--- config.mk ---
export PLATFORM = sky130hd
export DESIGN_NAME = sldc_cfg
export DESIGN_NICKNAME = d
export VERILOG_FILES = /design/src/hdl/sldc_pkg.sv /design/src/hdl/sldc_cfg.sv
export SDC_FILE = /design/constraint.sdc
export NUM_CORES = 1
export LEC_CHECK = 0
export ABC_AREA = 1
export BUFFER_PORTS_ARGS = -buffer_cell sky130_fd_sc_hd__buf_2
export CORE_ASPECT_RATIO = 1.1
export CORE_MARGIN = 2
export CORE_UTILIZATION = 54
export CTS_BUF_LIST = sky130_fd_sc_hd__clkbuf_4
export DETAILED_ROUTE_END_ITERATION = 10
export MAX_ROUTING_LAYER = met4
export PLACE_DENSITY_LB_ADDON = 0.2
export SLEW_MARGIN = 20
export SYNTH_ARGS = -nofsm -noshare
export SYNTH_HDL_FRONTEND = slang
export SYNTH_SLANG_ARGS = --single-unit
--- constraint.sdc ---
create_clock -name clk -period 1.2 [get_ports clk]
set_input_delay 0.06 -clock clk [delete_from_list [all_inputs] [get_ports clk]]
set_output_delay 0.06 -clock clk [all_outputs]
set_load 0.1 [all_outputs]
--- src/hdl/sldc_pkg.sv ---
// Shared types and constants for the stereo log-domain compressor.
package sldc_pkg;

  localparam int SAMPLE_BITS_DEF = 24;
  localparam int NORM_BITS       = 24;
  localparam int MAG_W           = NORM_BITS + 1;
  localparam int MUL_W           = 33;
  localparam int PROD_W          = 2 * MUL_W;
  localparam int ACC_W           = PROD_W + 1;
  localparam int CFG_W           = 17;
  localparam int CFG_IDX_W       = 3;

  localparam logic signed [15:0] THR_RESET   = 16'sd256;
  localparam logic [14:0]        IR_RESET    = 15'd16384;
  localparam logic [16:0]        ATT_RESET   = 17'd32768;
  localparam logic [16:0]        REL_RESET   = 17'd32768;
  localparam logic [15:0]        MK_RESET    = 16'd4096;
  localparam logic [16:0]        ALPHA_RESET = 17'd62915;
  localparam logic [16:0]        W_RESET     = 17'd655;

  localparam logic [16:0]        ONE_Q16     = 17'd65536;
  localparam logic [14:0]        ONE_Q14     = 15'd16384;
  localparam logic [15:0]        DB_PER_LOG2 = 16'd49316;
  localparam logic [13:0]        LOG2_PER_DB = 14'd10885;
  localparam logic [12:0]        POLY_C3     = 13'd5155;
  localparam logic [13:0]        POLY_C2     = 14'd14822;
  localparam logic [15:0]        POLY_C1     = 16'd45559;
  localparam logic signed [15:0] LEVEL_FLOOR = -16'sd32768;
  localparam logic signed [23:0] ENV_RESET   = 24'sd256;

  typedef enum logic [CFG_IDX_W-1:0] {
    CFG_THRESHOLD = 3'd0,
    CFG_INV_RATIO = 3'd1,
    CFG_ATTACK    = 3'd2,
    CFG_RELEASE   = 3'd3,
    CFG_MAKEUP    = 3'd4,
    CFG_ALPHA     = 3'd5,
    CFG_IN_WEIGHT = 3'd6
  } cfg_idx_t;

  typedef struct packed {
    logic signed [15:0] thr;
    logic [14:0]        ir;
    logic [16:0]        att;
    logic [16:0]        rel;
    logic [15:0]        mk;
    logic [16:0]        alpha;
    logic [16:0]        w;
  } cfg_t;

  typedef enum logic [4:0] {
    OP_NONE, OP_LOAD, OP_SQ, OP_MS_HI, OP_MS_LO, OP_S2_HI, OP_S2_LO, OP_MS_SUM,
    OP_NORM, OP_MANT, OP_LOG, OP_LVL_MUL, OP_LVL, OP_TGT_MUL, OP_TGT,
    OP_ENV_A, OP_ENV_B, OP_ENV_C, OP_E_MUL, OP_E, OP_H1, OP_H2, OP_H3,
    OP_MK, OP_OL, OP_OR, OP_OUT
  } op_t;

  typedef struct packed {
    op_t        op;
    logic [3:0] cnt;
  } cmd_t;

endpackage

--- src/hdl/sldc_cfg.sv ---
// Configuration register file with range capping.
module sldc_cfg (
  input  logic                            clk,
  input  logic                            rst_n,
  input  logic                            cfg_we,
  input  logic [sldc_pkg::CFG_IDX_W-1:0]  cfg_index,
  input  logic [sldc_pkg::CFG_W-1:0]      cfg_wdata,
  output sldc_pkg::cfg_t                  cfg
);
  import sldc_pkg::*;

  logic signed [15:0] thr_r;
  logic [14:0]        ir_r;
  logic [16:0]        att_r, rel_r, alpha_r, w_r;
  logic [15:0]        mk_r;

  always_ff @(posedge clk) begin
    if (!rst_n) begin
      thr_r   <= THR_RESET;
      ir_r    <= IR_RESET;
      att_r   <= ATT_RESET;
      rel_r   <= REL_RESET;
      mk_r    <= MK_RESET;
      alpha_r <= ALPHA_RESET;
      w_r     <= W_RESET;
    end else if (cfg_we) begin
      unique case (cfg_idx_t'(cfg_index))
        CFG_THRESHOLD: thr_r   <= cfg_wdata[15:0];
        CFG_INV_RATIO: ir_r    <= cfg_wdata[14:0];
        CFG_ATTACK:    att_r   <= cfg_wdata;
        CFG_RELEASE:   rel_r   <= cfg_wdata;
        CFG_MAKEUP:    mk_r    <= cfg_wdata[15:0];
        CFG_ALPHA:     alpha_r <= cfg_wdata;
        CFG_IN_WEIGHT: w_r     <= cfg_wdata;
        default: ;
      endcase
    end
  end

  always_comb begin
    cfg.thr   = thr_r;
    cfg.ir    = (ir_r > ONE_Q14) ? ONE_Q14 : ir_r;
    cfg.att   = (att_r > ONE_Q16) ? ONE_Q16 : att_r;
    cfg.rel   = (rel_r > ONE_Q16) ? ONE_Q16 : rel_r;
    cfg.mk    = mk_r;
    cfg.alpha = (alpha_r > ONE_Q16) ? ONE_Q16 : alpha_r;
    cfg.w     = (w_r > ONE_Q16) ? ONE_Q16 : w_r;
  end

endmodule

==> impl_metrics.csv, run 1 <==
group,metric,value,unit
place,postPlaceCellArea,8300,um2
synthesis,syn_area,4950,um2
cts,cts_hold_buf,22,
synthesis,yosysWarningCount,0,
place,port_buffers,137,
status,status,"stopped before the end",
synthesis,synth_area_per_cell,6.94,um2
synthesis,yosys-top-cells-area,"dfxtp_1 47%, nor2_1 13%, a21oi_1 10%",
cts,clock_sinks,115,
synthesis,yosys.area.top_type,"dfxtp_1",
synthesis,syn-num-nets,736,
place,gp_congestion,0.896,
place,dpl.hpwl,13.6,mm
synthesis,synth_cell_types,19,
status,lastStage,"clock tree synthesis",
synthesis,synth-seq-area-share,0.465,
synthesis,syn_inst,713,
die,io_pins,138,
cts,numCtsBuffers,17,
cts,cts_setup_buffers,5,
die,initial_utilization,0.558,
cts,post_cts_resized,135,
status,error,"[ERROR DPL-0038] Utilization greater than 100%, impossible to legalize",
place,dp_slack,-0.199,ns
place,placed_cells,959,
die,rows,36,
synthesis,synth_top_area_share,0.465,
synthesis,yosys_register_bits,115,
cts,clock_path_buffers,2,
cts,clock-root-buffer,"clkbuf_4",
die,die_w,95.3,um
cts,h-tree-depth,4,
die,die-height,104,um
## metrics by stage
| stage | hold slack (ns) | util |
|---|---|---|
| floorplan | 0.173 | - |
| detailed placement | 0.384 | 0.935 |
| global placement | 0.372 | 0.935 |
## logic make-up after synthesis
kind of cell / Yosys count / share of synthesized area
and+or+nand+nor: 266 / 0.207
AOI/OAI and AO/OA: 207 / 0.225
DFF: 115 / 0.465
buffers and inverters: 125 / 0.103
## cells in the mapped netlist (all sizes together)
cell	instances
nor2	172
nand2	87
buf	21
a21oi	99
o211ai	17
inv	75
o21ai	78
nand4	2
nand3	5
dfxtp	115
clkinv	1
clkbuf	28
a21boi	13
==> inputs of run 2 (changes only) <==
--- a/config.mk
+++ b/config.mk
@@ -7,13 +7,10 @@
 export LEC_CHECK = 0
 export ABC_AREA = 1
 export BUFFER_PORTS_ARGS = -buffer_cell sky130_fd_sc_hd__buf_2
-export CORE_ASPECT_RATIO = 1.1
 export CORE_MARGIN = 2
-export CORE_UTILIZATION = 54
-export CTS_BUF_LIST = sky130_fd_sc_hd__clkbuf_4
+export CORE_UTILIZATION = 40
 export DETAILED_ROUTE_END_ITERATION = 10
-export MAX_ROUTING_LAYER = met4
-export PLACE_DENSITY_LB_ADDON = 0.2
+export PLACE_DENSITY_LB_ADDON = 0.15
 export SLEW_MARGIN = 20
 export SYNTH_ARGS = -nofsm -noshare
 export SYNTH_HDL_FRONTEND = slang
==> run 2 against run 1 <==
The flow now finishes, with violations (hold timing, setup timing). Synthesized cell count did not move. Synthesized area did not move.
==> impl_metrics.csv, run 2 <==
group,metric,value,unit
timing,finalSetupViolCount,81,
synthesis,syn_area,4950,um2
synthesis,synth_top_area_share,0.465,
global_route,grt_pass1_wl,27.1,mm
synthesis,synth_compound_area_frac,0.225,
detailed_routing,drc,0,
synthesis,yosysWarningCount,0,
pwr,p_leak,0.00389,uW
synthesis,synthTopCellsByCount,"170 x nor2_1, 115 x dfxtp_1, 99 x a21oi_1",
synthesis,yosys.area_share.simple,0.207,
synthesis,syn_inst,713,
critical_path,crit_start,"att_r[13]",
synthesis,muxShareOfSynthArea,0,
cts,clock_path_buffers,2,
synthesis,synth_top_family_by_area,"compound AO/OA/AOI/OAI gates",
critical_path,cp-start-kind,"flip-flop",
cts,clkLatencyLatePin,0.41,ns
global_route,grt_antenna_before_repair,1,
cells_and_area,final_layout_size_suffix_gt1_frac,0.437,
global_route,globalRouteMet2Util,0.460,
worst_hold_path,hp-class,"primary input to flip-flop",
synthesis,synth_cell_types,19,
place,port_buffers,137,
critical_path,required,1.14,ns
cts,clock_sinks,115,
detailed_routing,ant_nets,0,
detailed_routing,wl_per_cell,16.9,um
timing,setup_ws,-0.545,ns
global_route,use_met3,0.0601,
cells_and_area,fin_area,9380,um2
synthesis,syn-num-nets,736,
global_route,gr-usage-met1,0.316,
cells_and_area,area_growth,89.6,%
die,rows,40,
timing,timing.fmax,573,MHz
detailed_routing,via_count,5413,
timing,fin_crit,1.74,ns
status,violations,"hold timing, setup timing",
pwr,ir_drop,0.000880,V
detailed_routing,vias_per_cell,5.15,
synthesis,yosys-top-cells-area,"dfxtp_1 47%, nor2_1 13%, a21oi_1 10%",
timing,tightest_slew,0.347,ns
synthesis,ys.flop_type,"dfxtp_1",
place,placed_cells,1011,
die,dieArea,13300,um2
die,core_area,12100,um2
detailed_routing,drt_iter0_drc,368,
synthesis,yosys.area.top_type,"dfxtp_1",
synthesis,synthArstFlopShare,0,
synthesis,yosysMostFrequentCell,"nor2_1",
timing,tns,-39.48,ns
timing,hold_violations,1,
cells_and_area,final_cell_count_no_fill,1051,
synthesis,synth-seq-area-share,0.465,
timing,finalClockSkew,0,ns
timing,grt_setup_unrepaired,"yes",
synthesis,synthAdderAreaFrac,0,
detailed_routing,drt_first_pass_iters,5,
cts,cts_tree,"done",
synthesis,yosys_register_bits,115,
die,die-height,115,um
pwr,p_per_area,1290,nW/um2
timing,period_share,1.45,
cells_and_area,final_nets,893,
pwr,finalPower,12100,uW
critical_path,path_class,"flip-flop to primary output",
die,io_pins,138,
global_route,grt_pass1_vias,5240,
status,status,"complete, but fails checks",
synthesis,synth_area_per_cell,6.94,um2
cells_and_area,final_cell_mix,"147 x nor2_1, 95 x buf_12, 78 x o21ai_0",
cts,numCtsBuffers,17,
timing,final_max_slew_viol_count,0,
critical_path,r2r_start,"att_r[16]",
cts,clock-root-buffer,"clkbuf_16",
worst_hold_path,holdCritStartpoint,"cfg_index[1]",
place,gp_congestion,0.832,
synthesis,synth-edff-count,0,
detailed_routing,drt_wl_total,17.8,mm
cts,h-tree-depth,4,
critical_path,arrival,1.68,ns
die,die_w,115,um
cells_and_area,layout_commonest_cell,"nor2_1",
job,drv_cap,0,
global_route,grt_start_max_net_pins,74,
synthesis,synth-xor-area-share,0,
die,initial_utilization,0.410,
critical_path,crit_path_max_fanout,5,
place,dpl.hpwl,11.6,mm
global_route,top_usage_layer,"met2",
place,postPlaceCellArea,8340,um2
timing,maxSlewHeadroom,0.769,
global_route,grt_use_total,0.269,
global_route,grt_overflow,0,
critical_path,end_kind,"primary output",
cts,clkTransAtPathRegs,0.05,ns
timing,timing.hold.ws,-0.00133,ns
## run 2: cell type report
cell class	instances	area, um2
multi-input cells	473	3150
repair buffers	187	2740
inverters	76	285
clock inverters	9	128
clock buffers	22	484
well taps	168	210
fillers	770	2680
diodes	1	2.50
flip-flops and latches	115	2370
## run 2: kinds of logic (layout without fill, tap and decap cells)
logic type / count (synthesis) / in the layout
AND/OR/NAND/NOR: 266 / 266
AO/OA/AOI/OAI: 207 / 207
buffers and inverters: 125 / 294
flip-flops: 115 / 115
other: 0 / 1
## run 2: power by group
part / switching, uW / leakage (uW) / internal (uW) / total, uW
clock: 1720 / 0.000294 / 3460 / 5180
sequential: 92.7 / 0.000957 / 3960 / 4060
combinational: 1960 / 0.00264 / 941 / 2900
total: 3780 / 0.00389 / 8360 / 12100
## run 2: repair_timing
action | in CTS | in global routing
cloned | 4 | 2
setup endpoints to repair | 115 | 82
hold buffers | 1 | 0
setup buffers | 0 | 1
pin swaps | 37 | 40
hold endpoints to repair | 2 | 0
gates resized for setup | 61 | 33
## run 2: stage by stage
step | utilization | worst slack, ns
after floorplan | - | -0.406
after global placement | 0.691 | -0.113
after detailed placement | 0.691 | -0.212
after CTS | 0.766 | -0.566
after global routing | 0.778 | -0.624
final | 0.778 | -0.545
## run 2: path summary, 6_finish.rpt
check / to / slack [ns] / cells past startpoint
max: cfg[77] / -0.54 / 7
min: rel_r[16] / -0.001 / 3
max reg2reg: att_r[16] / 0.27 / 4
min reg2reg: thr_r[4] / 0.47 / 2
## run 2: critical path: stages (launching register included)
cell       delay, ns
dfxtp_2         0.33
nor2_4          0.11
nand2_2         0.08
nor2_4          0.13
nand2_4         0.09
clkbuf_16       0.18
a21oi_4         0.16
buf_12          0.19
## run 2: per-layer routing
metal	part of all wire	vias to the layer above	wire [um]
met1	0.37	2519	6560
li1	-	2598	-
met2	0.51	237	9050
met5	0	-	0
met3	0.073	59	1300
met4	0.048	0	852
Power figures use the tool's default switching activity.
