<file path="src/hdl/sldc_pkg.sv">
// Shared types and constants for the stereo log-domain compressor.
package sldc_pkg;

  localparam int SAMPLE_BITS_DEF = 24;
  localparam int NORM_BITS       = 24;
  localparam int MAG_W           = NORM_BITS + 1;
  localparam int MUL_W           = 33;
  localparam int PROD_W          = 2 * MUL_W;
  localparam int ACC_W           = PROD_W + 1;
  localparam int CFG_W           = 17;
  localparam int CFG_IDX_W       = 3;

  localparam logic signed [15:0] THR_RESET   = 16'sd256;
  localparam logic [14:0]        IR_RESET    = 15'd16384;
  localparam logic [16:0]        ATT_RESET   = 17'd32768;
  localparam logic [16:0]        REL_RESET   = 17'd32768;
  localparam logic [15:0]        MK_RESET    = 16'd4096;
  localparam logic [16:0]        ALPHA_RESET = 17'd62915;
  localparam logic [16:0]        W_RESET     = 17'd655;

  localparam logic [16:0]        ONE_Q16     = 17'd65536;
  localparam logic [14:0]        ONE_Q14     = 15'd16384;
  localparam logic [15:0]        DB_PER_LOG2 = 16'd49316;
  localparam logic [13:0]        LOG2_PER_DB = 14'd10885;
  localparam logic [12:0]        POLY_C3     = 13'd5155;
  localparam logic [13:0]        POLY_C2     = 14'd14822;
  localparam logic [15:0]        POLY_C1     = 16'd45559;
  localparam logic signed [15:0] LEVEL_FLOOR = -16'sd32768;
  localparam logic signed [23:0] ENV_RESET   = 24'sd256;

  typedef enum logic [CFG_IDX_W-1:0] {
    CFG_THRESHOLD = 3'd0,
    CFG_INV_RATIO = 3'd1,
    CFG_ATTACK    = 3'd2,
    CFG_RELEASE   = 3'd3,
    CFG_MAKEUP    = 3'd4,
    CFG_ALPHA     = 3'd5,
    CFG_IN_WEIGHT = 3'd6
  } cfg_idx_t;

  typedef struct packed {
    logic signed [15:0] thr;
    logic [14:0]        ir;
    logic [16:0]        att;
    logic [16:0]        rel;
    logic [15:0]        mk;
    logic [16:0]        alpha;
    logic [16:0]        w;
  } cfg_t;

  typedef enum logic [4:0] {
    OP_NONE, OP_LOAD, OP_SQ, OP_MS_HI, OP_MS_LO, OP_S2_HI, OP_S2_LO, OP_MS_SUM,
    OP_NORM, OP_MANT, OP_LOG, OP_LVL_MUL, OP_LVL, OP_TGT_MUL, OP_TGT,
    OP_ENV_A, OP_ENV_B, OP_ENV_C, OP_E_MUL, OP_E, OP_H1, OP_H2, OP_H3,
    OP_MK, OP_OL, OP_OR, OP_OUT
  } op_t;

  typedef struct packed {
    op_t        op;
    logic [3:0] cnt;
  } cmd_t;

endpackage

</file>
<file path="src/hdl/sldc_ctrl.sv">
// Sequencer FSM and output handshake for the compressor.
module sldc_ctrl (
  input  logic           clk,
  input  logic           rst_n,
  input  logic           in_valid,
  output logic           in_ready,
  output logic           out_valid,
  input  logic           out_ready,
  output sldc_pkg::cmd_t cmd
);
  import sldc_pkg::*;

  typedef enum logic [25:0] {
    ST_IDLE    = 26'h0000001,
    ST_SQ      = 26'h0000002,
    ST_MS_HI   = 26'h0000004,
    ST_MS_LO   = 26'h0000008,
    ST_S2_HI   = 26'h0000010,
    ST_S2_LO   = 26'h0000020,
    ST_MS_SUM  = 26'h0000040,
    ST_NORM    = 26'h0000080,
    ST_MANT    = 26'h0000100,
    ST_LOG     = 26'h0000200,
    ST_LVL_MUL = 26'h0000400,
    ST_LVL     = 26'h0000800,
    ST_TGT_MUL = 26'h0001000,
    ST_TGT     = 26'h0002000,
    ST_ENV_A   = 26'h0004000,
    ST_ENV_B   = 26'h0008000,
    ST_ENV_C   = 26'h0010000,
    ST_E_MUL   = 26'h0020000,
    ST_E       = 26'h0040000,
    ST_H1      = 26'h0080000,
    ST_H2      = 26'h0100000,
    ST_H3      = 26'h0200000,
    ST_MK      = 26'h0400000,
    ST_OL      = 26'h0800000,
    ST_OR      = 26'h1000000,
    ST_OUT     = 26'h2000000
  } state_t;

  state_t     state_r, state_nxt;
  logic [3:0] cnt_r, cnt_nxt;
  logic       out_valid_r, out_valid_nxt;
  logic       load_out;

  assign load_out  = (state_r == ST_OUT) && (!out_valid_r || out_ready);
  assign in_ready  = (state_r == ST_IDLE);
  assign out_valid = out_valid_r;

  always_comb begin
    state_nxt = state_r;
    cnt_nxt   = cnt_r;
    cmd.cnt   = cnt_r;
    cmd.op    = OP_NONE;
    unique case (state_r)
      ST_IDLE: begin
        if (in_valid) begin
          cmd.op    = OP_LOAD;
          state_nxt = ST_SQ;
        end
      end
      ST_SQ:      begin cmd.op = OP_SQ;    state_nxt = ST_MS_HI; end
      ST_MS_HI:   begin cmd.op = OP_MS_HI; state_nxt = ST_MS_LO; end
      ST_MS_LO:   begin cmd.op = OP_MS_LO; state_nxt = ST_S2_HI; end
      ST_S2_HI:   begin cmd.op = OP_S2_HI; state_nxt = ST_S2_LO; end
      ST_S2_LO:   begin cmd.op = OP_S2_LO; state_nxt = ST_MS_SUM; end
      ST_MS_SUM: begin
        cmd.op    = OP_MS_SUM;
        cnt_nxt   = 4'd0;
        state_nxt = ST_NORM;
      end
      ST_NORM: begin
        cmd.op = OP_NORM;
        if (cnt_r == 4'd5) begin
          cnt_nxt   = 4'd15;
          state_nxt = ST_MANT;
        end else begin
          cnt_nxt = cnt_r + 4'd1;
        end
      end
      ST_MANT:    begin cmd.op = OP_MANT; state_nxt = ST_LOG; end
      ST_LOG: begin
        cmd.op = OP_LOG;
        if (cnt_r == 4'd0) begin
          state_nxt = ST_LVL_MUL;
        end else begin
          cnt_nxt = cnt_r - 4'd1;
        end
      end
      ST_LVL_MUL: begin cmd.op = OP_LVL_MUL; state_nxt = ST_LVL; end
      ST_LVL:     begin cmd.op = OP_LVL;     state_nxt = ST_TGT_MUL; end
      ST_TGT_MUL: begin cmd.op = OP_TGT_MUL; state_nxt = ST_TGT; end
      ST_TGT:     begin cmd.op = OP_TGT;     state_nxt = ST_ENV_A; end
      ST_ENV_A:   begin cmd.op = OP_ENV_A;   state_nxt = ST_ENV_B; end
      ST_ENV_B:   begin cmd.op = OP_ENV_B;   state_nxt = ST_ENV_C; end
      ST_ENV_C:   begin cmd.op = OP_ENV_C;   state_nxt = ST_E_MUL; end
      ST_E_MUL:   begin cmd.op = OP_E_MUL;   state_nxt = ST_E; end
      ST_E:       begin cmd.op = OP_E;       state_nxt = ST_H1; end
      ST_H1:      begin cmd.op = OP_H1;      state_nxt = ST_H2; end
      ST_H2:      begin cmd.op = OP_H2;      state_nxt = ST_H3; end
      ST_H3:      begin cmd.op = OP_H3;      state_nxt = ST_MK; end
      ST_MK:      begin cmd.op = OP_MK;      state_nxt = ST_OL; end
      ST_OL:      begin cmd.op = OP_OL;      state_nxt = ST_OR; end
      ST_OR:      begin cmd.op = OP_OR;      state_nxt = ST_OUT; end
      ST_OUT: begin
        if (load_out) begin
          cmd.op    = OP_OUT;
          state_nxt = ST_IDLE;
        end
      end
      default: state_nxt = ST_IDLE;
    endcase
  end

  always_comb begin
    if (load_out) begin
      out_valid_nxt = 1'b1;
    end else if (out_ready) begin
      out_valid_nxt = 1'b0;
    end else begin
      out_valid_nxt = out_valid_r;
    end
  end

  always_ff @(posedge clk) begin
    if (!rst_n) begin
      state_r     <= ST_IDLE;
      cnt_r       <= 4'd0;
      out_valid_r <= 1'b0;
    end else begin
      state_r     <= state_nxt;
      cnt_r       <= cnt_nxt;
      out_valid_r <= out_valid_nxt;
    end
  end

endmodule

</file>
<file path="config.mk">
export PLATFORM = sky130hd
export DESIGN_NAME = sldc_ctrl
export DESIGN_NICKNAME = d
export VERILOG_FILES = /design/src/hdl/sldc_pkg.sv /design/src/hdl/sldc_ctrl.sv
export SDC_FILE = /design/constraint.sdc
export NUM_CORES = 1
export LEC_CHECK = 0
export ABC_AREA = 1
export BUFFER_PORTS_ARGS = -buffer_cell sky130_fd_sc_hd__buf_2
export CAP_MARGIN = 25
export CELL_PAD_IN_SITES_DETAIL_PLACEMENT = 2
export CELL_PAD_IN_SITES_GLOBAL_PLACEMENT = 2
export CORE_MARGIN = 2
export CORE_UTILIZATION = 35
export DETAILED_ROUTE_END_ITERATION = 6
export GPL_ROUTABILITY_DRIVEN = 1
export PLACE_DENSITY = 0.81
export SLEW_MARGIN = 20
export SYNTH_ARGS = -nofsm -noshare
export SYNTH_HDL_FRONTEND = slang
export SYNTH_SLANG_ARGS = --single-unit
</file>
<file path="constraint.sdc">
create_clock -name clk -period 4.3 [get_ports clk]
set_clock_uncertainty 0.15 [all_clocks]
set_input_delay 0.645 -clock clk [delete_from_list [all_inputs] [get_ports clk]]
set_output_delay 0.645 -clock clk [all_outputs]
set_load 0.005 [all_outputs]
</file>
==> results of run 1 <==
## state kept, by name (all words and copies together), names as in the netlist
signal	count
state_r	26
out_valid	1
cnt_r	4
## critical path: stages, from the launching register on
cell	delay, ns
dfxtp_1	0.33
nor2_1	0.23
nand2_2	0.14
nor3_4	0.52
nand2_1	0.28
nand2_1	0.18
nor3_1	0.08
nand4_1	0.10
buf_2	0.13
## synth_stat cells
| cell | number | area, sq um |
|---|---|---|
| a211oi_1 | 1 | 7.51 |
| a21oi_1 | 9 | 45.0 |
| and2_1 | 1 | 6.26 |
| buf_1 | 1 | 3.75 |
| buf_2 | 2 | 10.0 |
| buf_4 | 1 | 7.51 |
| buf_6 | 1 | 11.3 |
| clkbuf_1 | 2 | 7.51 |
| dfxtp_1 | 31 | 621 |
| ha_1 | 4 | 50.1 |
| inv_1 | 54 | 203 |
| inv_2 | 3 | 11.3 |
| nand2_1 | 78 | 293 |
| nand2_2 | 7 | 43.8 |
| nand2_4 | 2 | 22.5 |
| nand3_1 | 28 | 140 |
| nand3_2 | 3 | 30.0 |
| nand3b_1 | 2 | 15.0 |
| nand4_1 | 14 | 87.6 |
| nand4_2 | 1 | 12.5 |
| nor2_1 | 77 | 289 |
| nor2_2 | 4 | 25.0 |
| nor2_4 | 8 | 90.1 |
| nor2_8 | 1 | 20.0 |
| nor3_1 | 9 | 45.0 |
| nor3_4 | 1 | 16.3 |
| nor4_1 | 3 | 18.8 |
| o21ai_0 | 8 | 40.0 |
| o21ai_1 | 1 | 5.00 |
| xnor2_1 | 2 | 17.5 |
| xor2_1 | 1 | 8.76 |
## power by group through the flow
stage	combinational [mW]	sequential, mW	clock (mW)
detailed placement	0.277	0.317	0
global placement	0.271	0.315	0
finish	0.274	0.310	0.227
floorplan	0.207	0.313	0
global route	0.311	0.311	0.243
CTS	0.280	0.310	0.236
## metrics by stage
step                setup slack (ns)  total power, mW  hold slack (ns)  util [%]
finish                          1.22            0.811            0.411      40.2
global route                   0.983            0.865            0.430      40.2
CTS                             1.24            0.826            0.412      40.2
detailed placement              1.56            0.594            0.402      38.8
global placement                1.62            0.586            0.398      38.8
floorplan                       2.10            0.520            0.370         -
## layout make-up
cell class,count,area share (%)
multi-input combinational,265,55.2
sequential,31,25.8
inverter,57,8.88
tap,75,3.90
clock buffer,7,3.17
timing repair buffer,14,2.91
clock inverter,1,0.208
## per-layer routing
metal  routed length (um)  part of all wire [%]
met4                   75                   1.1
met1                 3510                    49
met2                 3410                    48
met3                  124                   1.7
met5                    0                     0
## worst min-delay path by stage
stage | endpoint | slack (ns) | cells after the start | start
6_report | state_r[19]$_SDFFE_PN0P_ | 0.41 | 2 | state_r[18]$_SDFFE_PN0P_
5_1_grt | state_r[19]$_SDFFE_PN0P_ | 0.43 | 2 | state_r[18]$_SDFFE_PN0P_
4_1_cts | state_r[19]$_SDFFE_PN0P_ | 0.41 | 2 | state_r[18]$_SDFFE_PN0P_
3_5_place_dp | state_r[19]$_SDFFE_PN0P_ | 0.40 | 2 | state_r[18]$_SDFFE_PN0P_
3_3_place_gp | state_r[19]$_SDFFE_PN0P_ | 0.40 | 2 | state_r[18]$_SDFFE_PN0P_
2_1_floorplan | state_r[19]$_SDFFE_PN0P_ | 0.37 | 2 | state_r[18]$_SDFFE_PN0P_
## logic make-up (layout without fill, tap and decap cells)
| family | count (synthesis) | after routing |
|---|---|---|
| AOI/OAI and AO/OA | 19 | 19 |
| and+or+nand+nor | 239 | 239 |
| buffers and inverters | 64 | 79 |
| adders and majority gates | 4 | 4 |
| xor gates and xnor gates | 3 | 3 |
| DFF | 31 | 31 |
==> results.md, run 1 <==
- Die Height: 83.3 um
- Slew margin rel.: 56.9%
- Complex-gate fraction of the synthesized area: 4.43%
- Ant. Diodes: 0
- Area delta synth->final: 9.31%
- Crit path DAT: 2.29 ns
- Synth Area in Adders: 2.27%
- Placement Cell Area: 2330 sq um
- Seq cells post-synth: 31
- Reg2reg end: cnt_r[3]$_SDFFE_PN0P_
- Syn Area/Cell: 6.12 sq um
- Final ANT Viol Nets: 0
- CTS tree: yes
- Setup bufs post-CTS: 0
- Clock-pin slew on the worst setup and hold paths: 0.06 ns
- DRC violations left: 0
- CP Capture Type: primary output
- Io pins: 15
- CTS resizes: 0
- RSZ-0062 raised after global routing: no
- Global-route wire length before repair: 11.8 mm
- Final Max Tran Viols: 0
- Multi-input logic area: 1330 sq um
- Peak supply drop: 0.000161 V
- Status: completed
- Max-cap viol count: 0
- Share of layout cells above drive strength 1: 13.3%
- Total CTS buffers: 5
- Netlist cell types: 31
- Setup_tns: 0 ns
- Net count, final: 382
- Deepest clock path buffer count: 2
- Rows: 28
- Die W: 83.3 um
- Register area: 621 sq um
- Yosys warns: 0
- Antenna violations before repair: 0
- Port buffer count: 14
- Root buffer cell: clkbuf_8
- Fillers: 779
- CP Class: reg2out
- Reg2reg start: state_r[22]$_SDFFE_PN0P_
- Vias in the first global route: 2347
- Grt met1 use: 28.1%
- Simple-gate share of the synthesized area: 52.4%
- Iter 0 DRT Violations: 64
- Fin crit share: 71.6%
- Proportion of synthesized area in mux cells: 0%
- Later-pin clock latency in the skew report: 0.29 ns
- TritonCTS Sinks: 31
- Syn Nets: 368
- Post-route cell area: 2410 sq um
- Worst min-delay path category: reg2reg
- Net Sw Frac: 39.6%
- GRT Overall Usage: 21.0%
- GRT met3 Usage: 2.49%
- WL per Instance: 15.8 um
- Cells after synthesis: 360
- Crit path launch: state_r[22]$_SDFFE_PN0P_
- Clock share of power: 28.0%
- Fmax: 325 MHz
- Non-Filler Instances: 450
- Pwr/cell area: 337 nW/um^2
- Total Wirelength: 7.12 mm
- GRT overflow: 0
- Crit Path Max Fanout: 16
- # setup viols final: 0
- Placed wire-length estimate: 5.72 mm
- Core area: 5990 sq um
- Critical Path Start Type: register
- Minimum clock period: 3.08 ns
- Via Count: 2282
- Worst Setup EP: cmd[5]
- GRT busiest layer: met2
- DRT Pass-1 Iters: 4
- Logic pwr share: 33.8%
- Hold-fix buffers, CTS: 0
- Die area: 6950 sq um
- H-tree Lvls: 2
- Gpl congestion: 0.829
- Sequential share of power: 38.2%
- Drt via density: 5.07
- Worst-margin pin slew: 0.644 ns
- Met2 Track Usage GR: 36.0%
- Xor/xnor cell area share of the yosys netlist: 1.19%
- Endpoints failing hold: 0
- Placed Cells: 442
- Largest family of logic cells by synthesized area: simple AND/OR/NAND/NOR gates
- Synthesized cell area: 2200 sq um
- Reg2reg setup slack: 2.03 ns
- P_int: 490 uW
- Leakage: 1.31 nW
- Most common cell after layout, fill and taps aside: nand2_1
- Cell count of the worst reg-to-reg path: 10
- Initial Util: 36.8%
- P_sw: 321 uW
- Commonest non-fill, non-tap cells in the layout: 78 x nand2_1, 77 x nor2_1, 54 x inv_1
- Largest net degree at the start of global routing: 18
- Seq/Total Area, Yosys: 28.2%
- Worst Path Required: 3.50 ns
(Power assumes the default switching activity.)
==> run 2, diff against run 1 <==
--- a/config.mk
+++ b/config.mk
@@ -11,10 +11,10 @@
 export CELL_PAD_IN_SITES_DETAIL_PLACEMENT = 2
 export CELL_PAD_IN_SITES_GLOBAL_PLACEMENT = 2
 export CORE_MARGIN = 2
-export CORE_UTILIZATION = 35
+export CORE_UTILIZATION = 32
 export DETAILED_ROUTE_END_ITERATION = 6
 export GPL_ROUTABILITY_DRIVEN = 1
-export PLACE_DENSITY = 0.81
+export PLACE_DENSITY = 0.74
 export SLEW_MARGIN = 20
 export SYNTH_ARGS = -nofsm -noshare
 export SYNTH_HDL_FRONTEND = slang
==> constraint.sdc (replaced) <==
create_clock -name clk -period 2.9 [get_ports clk]
set_clock_uncertainty 0.15 [all_clocks]
set_input_delay 0.435 -clock clk [delete_from_list [all_inputs] [get_ports clk]]
set_output_delay 0.435 -clock clk [all_outputs]
set_load 0.005 [all_outputs]
==> run 2 against run 1 <==
Compared with the run above: clock-buffer cell count grew 1; clock power up 73%; cell count is 2.2% higher; critical path depth grew 2; first-iteration DRC count up 33%; combinational power is 52% higher; largest cell class unchanged; design area up 3.2%; via count grew 1.5%; routed wire length grew 3.4%; register-to-register slack lost 1.3 ns; flip-flop and latch count unchanged.
==> results.md, run 2 (synthesized netlist as in run 1, its figures left out) <==
- RSZ-0062 raised after global routing: no (unchanged)
- WL per Instance: 16.0 um (was 15.8 um)
- Worst-margin pin slew: 0.540 ns (was 0.644 ns)
- GRT Overall Usage: 20.6% (was 21.0%)
- Vias in the first global route: 2393 (was 2347)
- Pre-CTS WS: 0.371 ns (was 1.56 ns)
- Ant. Diodes: 0 (unchanged)
- Endpoints failing hold: 0 (unchanged)
- Post-layout util: 37.0% (was 40.2%)
- Die Height: 87.0 um (was 83.3 um)
- Status: completed (unchanged)
- Share of layout cells above drive strength 1: 15.0% (was 13.3%)
- Worst Path Required: 2.32 ns (was 3.50 ns)
- Final worst slack: 0.184 ns (was 1.22 ns)
- Leakage: 1.35 nW (was 1.31 nW)
- Slew margin rel.: 64.0% (was 56.9%)
- Net count, final: 387 (was 382)
- Non-Filler Instances: 460 (was 450)
- Setup_tns: 0 ns (unchanged)
- DRT Pass-1 Iters: 4 (unchanged)
- Deepest clock path buffer count: 2 (unchanged)
- CP Class: reg2out (unchanged)
- Register name with the most flops: state_r (unchanged)
- TritonCTS Sinks: 31 (unchanged)
- Clock-pin slew on the worst setup and hold paths: 0.07 ns (was 0.06 ns)
- Initial Util: 32.8% (was 36.8%)
- Iter 0 DRT Violations: 85 (was 64)
- Io pins: 15 (unchanged)
- Crit Path Max Fanout: 5 (was 16)
- Area delta synth->final: 12.8% (was 9.31%)
- Port buffer count: 14 (unchanged)
- Final ANT Viol Nets: 0 (unchanged)
- Commonest non-fill, non-tap cells in the layout: 77 x nor2_1, 77 x nand2_1, 54 x inv_1 (was 78 x nand2_1, 77 x nor2_1, 54 x inv_1)
- Die area: 7570 sq um (was 6950 sq um)
- Largest register FFs: 26 (unchanged)
- Hold EP: out_valid$_SDFFE_PN0P_ (was state_r[19]$_SDFFE_PN0P_)
- Peak supply drop: 0.000172 V (was 0.000161 V)
- Root buffer cell: clkbuf_8 (unchanged)
- CP Capture Type: primary output (unchanged)
- Via Count: 2317 (was 2282)
- Minimum clock period: 2.72 ns
- # setup viols final: 0 (unchanged)
- Reg2reg setup slack: 0.72 ns (was 2.03 ns)
- Die W: 87.0 um (was 83.3 um)
- DRC violations left: 0 (unchanged)
- Total Wirelength: 7.36 mm (was 7.12 mm)
- Core area: 6720 sq um (was 5990 sq um)
- Largest net degree at the start of global routing: 18 (unchanged)
- Drt via density: 5.04 (was 5.07)
- Crit path DAT: 2.13 ns (was 2.29 ns)
- Global-route wire length before repair: 12.0 mm (was 11.8 mm)
- GRT overflow: 0 (unchanged)
- Reg2reg end: state_r[9]$_SDFFE_PN0P_ (was cnt_r[3]$_SDFFE_PN0P_)
- Critical Path Start Type: register (unchanged)
- Reg2reg start: state_r[2]$_SDFFE_PN0P_ (was state_r[22]$_SDFFE_PN0P_)
- Gpl congestion: 0.803 (was 0.829)
- Placed wire-length estimate: 5.91 mm (was 5.72 mm)
- Hold Startpoint: out_ready (was state_r[18]$_SDFFE_PN0P_)
- Total CTS buffers: 5 (unchanged)
- Worst hold stages: 4 (was 2)
- Placed Cells: 448 (was 442)
- Final Max Tran Viols: 0 (unchanged)
- Antenna violations before repair: 0 (unchanged)
- Rows: 30 (was 28)
- CTS tree: yes (unchanged)
- Cell count of the worst reg-to-reg path: 10 (unchanged)
- Pwr/cell area: 510 nW/um^2 (was 337 nW/um^2)
- H-tree Lvls: 2 (unchanged)
- Later-pin clock latency in the skew report: 0.29 ns (about the same)
- Fmax: 368 MHz
- Worst min-delay path category: in2reg (was reg2reg)
- Max-cap viol count: 0 (unchanged)
- Fin crit share: 93.7%
- Design Power: 1.27 mW (was 811 uW)
[run 2: metal layers]
layer  GRT usage, %  part of all wire (%)
met3           2.94                   1.7
met5              0                     0
met4           5.68                   1.2
met2           33.7                    48
met1           28.3                    49
[run 2: critical path, stage by stage, from the launching register on]
cell and delay, ns:
dfxtp_1 0.38, nor2_1 0.09, nand2_2 0.15, inv_2 0.07, nand2_1 0.16, nor2_1 0.09, nand2_1 0.14, nand2_1 0.10
nor4_1 0.38, nand2_1 0.12, buf_2 0.15
[run 2: area by class of cell]
cell class,count,area (sq um)
sequential,31,621
multi-input combinational,265,1330
inverter,57,214
timing repair buffer,19,120
fill,869,4230
clock buffer,8,100
tap,80,100
[run 2: timing repair]
item,4_1_cts,5_1_grt
gates resized for setup,0,1
endpoints found under the setup margin,0,5
setup buffers,0,4
hold buffers,0,0
[run 2: worst max path at each step]
stage,from,to,depth (start not counted)
3_3_place_gp,state_r[16]$_SDFFE_PN0P_,cmd[5],8
4_1_cts,state_r[16]$_SDFFE_PN0P_,cmd[5],8
3_5_place_dp,state_r[16]$_SDFFE_PN0P_,cmd[5],8
5_1_grt,state_r[11]$_SDFFE_PN0P_,cmd[8],10
6_report,state_r[0]$_SDFFE_PN1P_,cmd[6],10
2_1_floorplan,state_r[2]$_SDFFE_PN0P_,cmd[8],10
[run 2: power by group]
| group | switching [mW] | total, mW | internal [mW] |
|---|---|---|---|
| clock | 0.175 | 0.392 | 0.217 |
| combinational | 0.301 | 0.416 | 0.115 |
| sequential | 0.0147 | 0.459 | 0.444 |
[run 2: metrics by stage]
step                      cell area, sq um  hold slack [ns]
after floorplan                       2200            0.370
after global placement                2340            0.400
after detailed placement              2340            0.416
after CTS                             2440            0.307
after global routing                  2490            0.357
final                                 2490            0.303
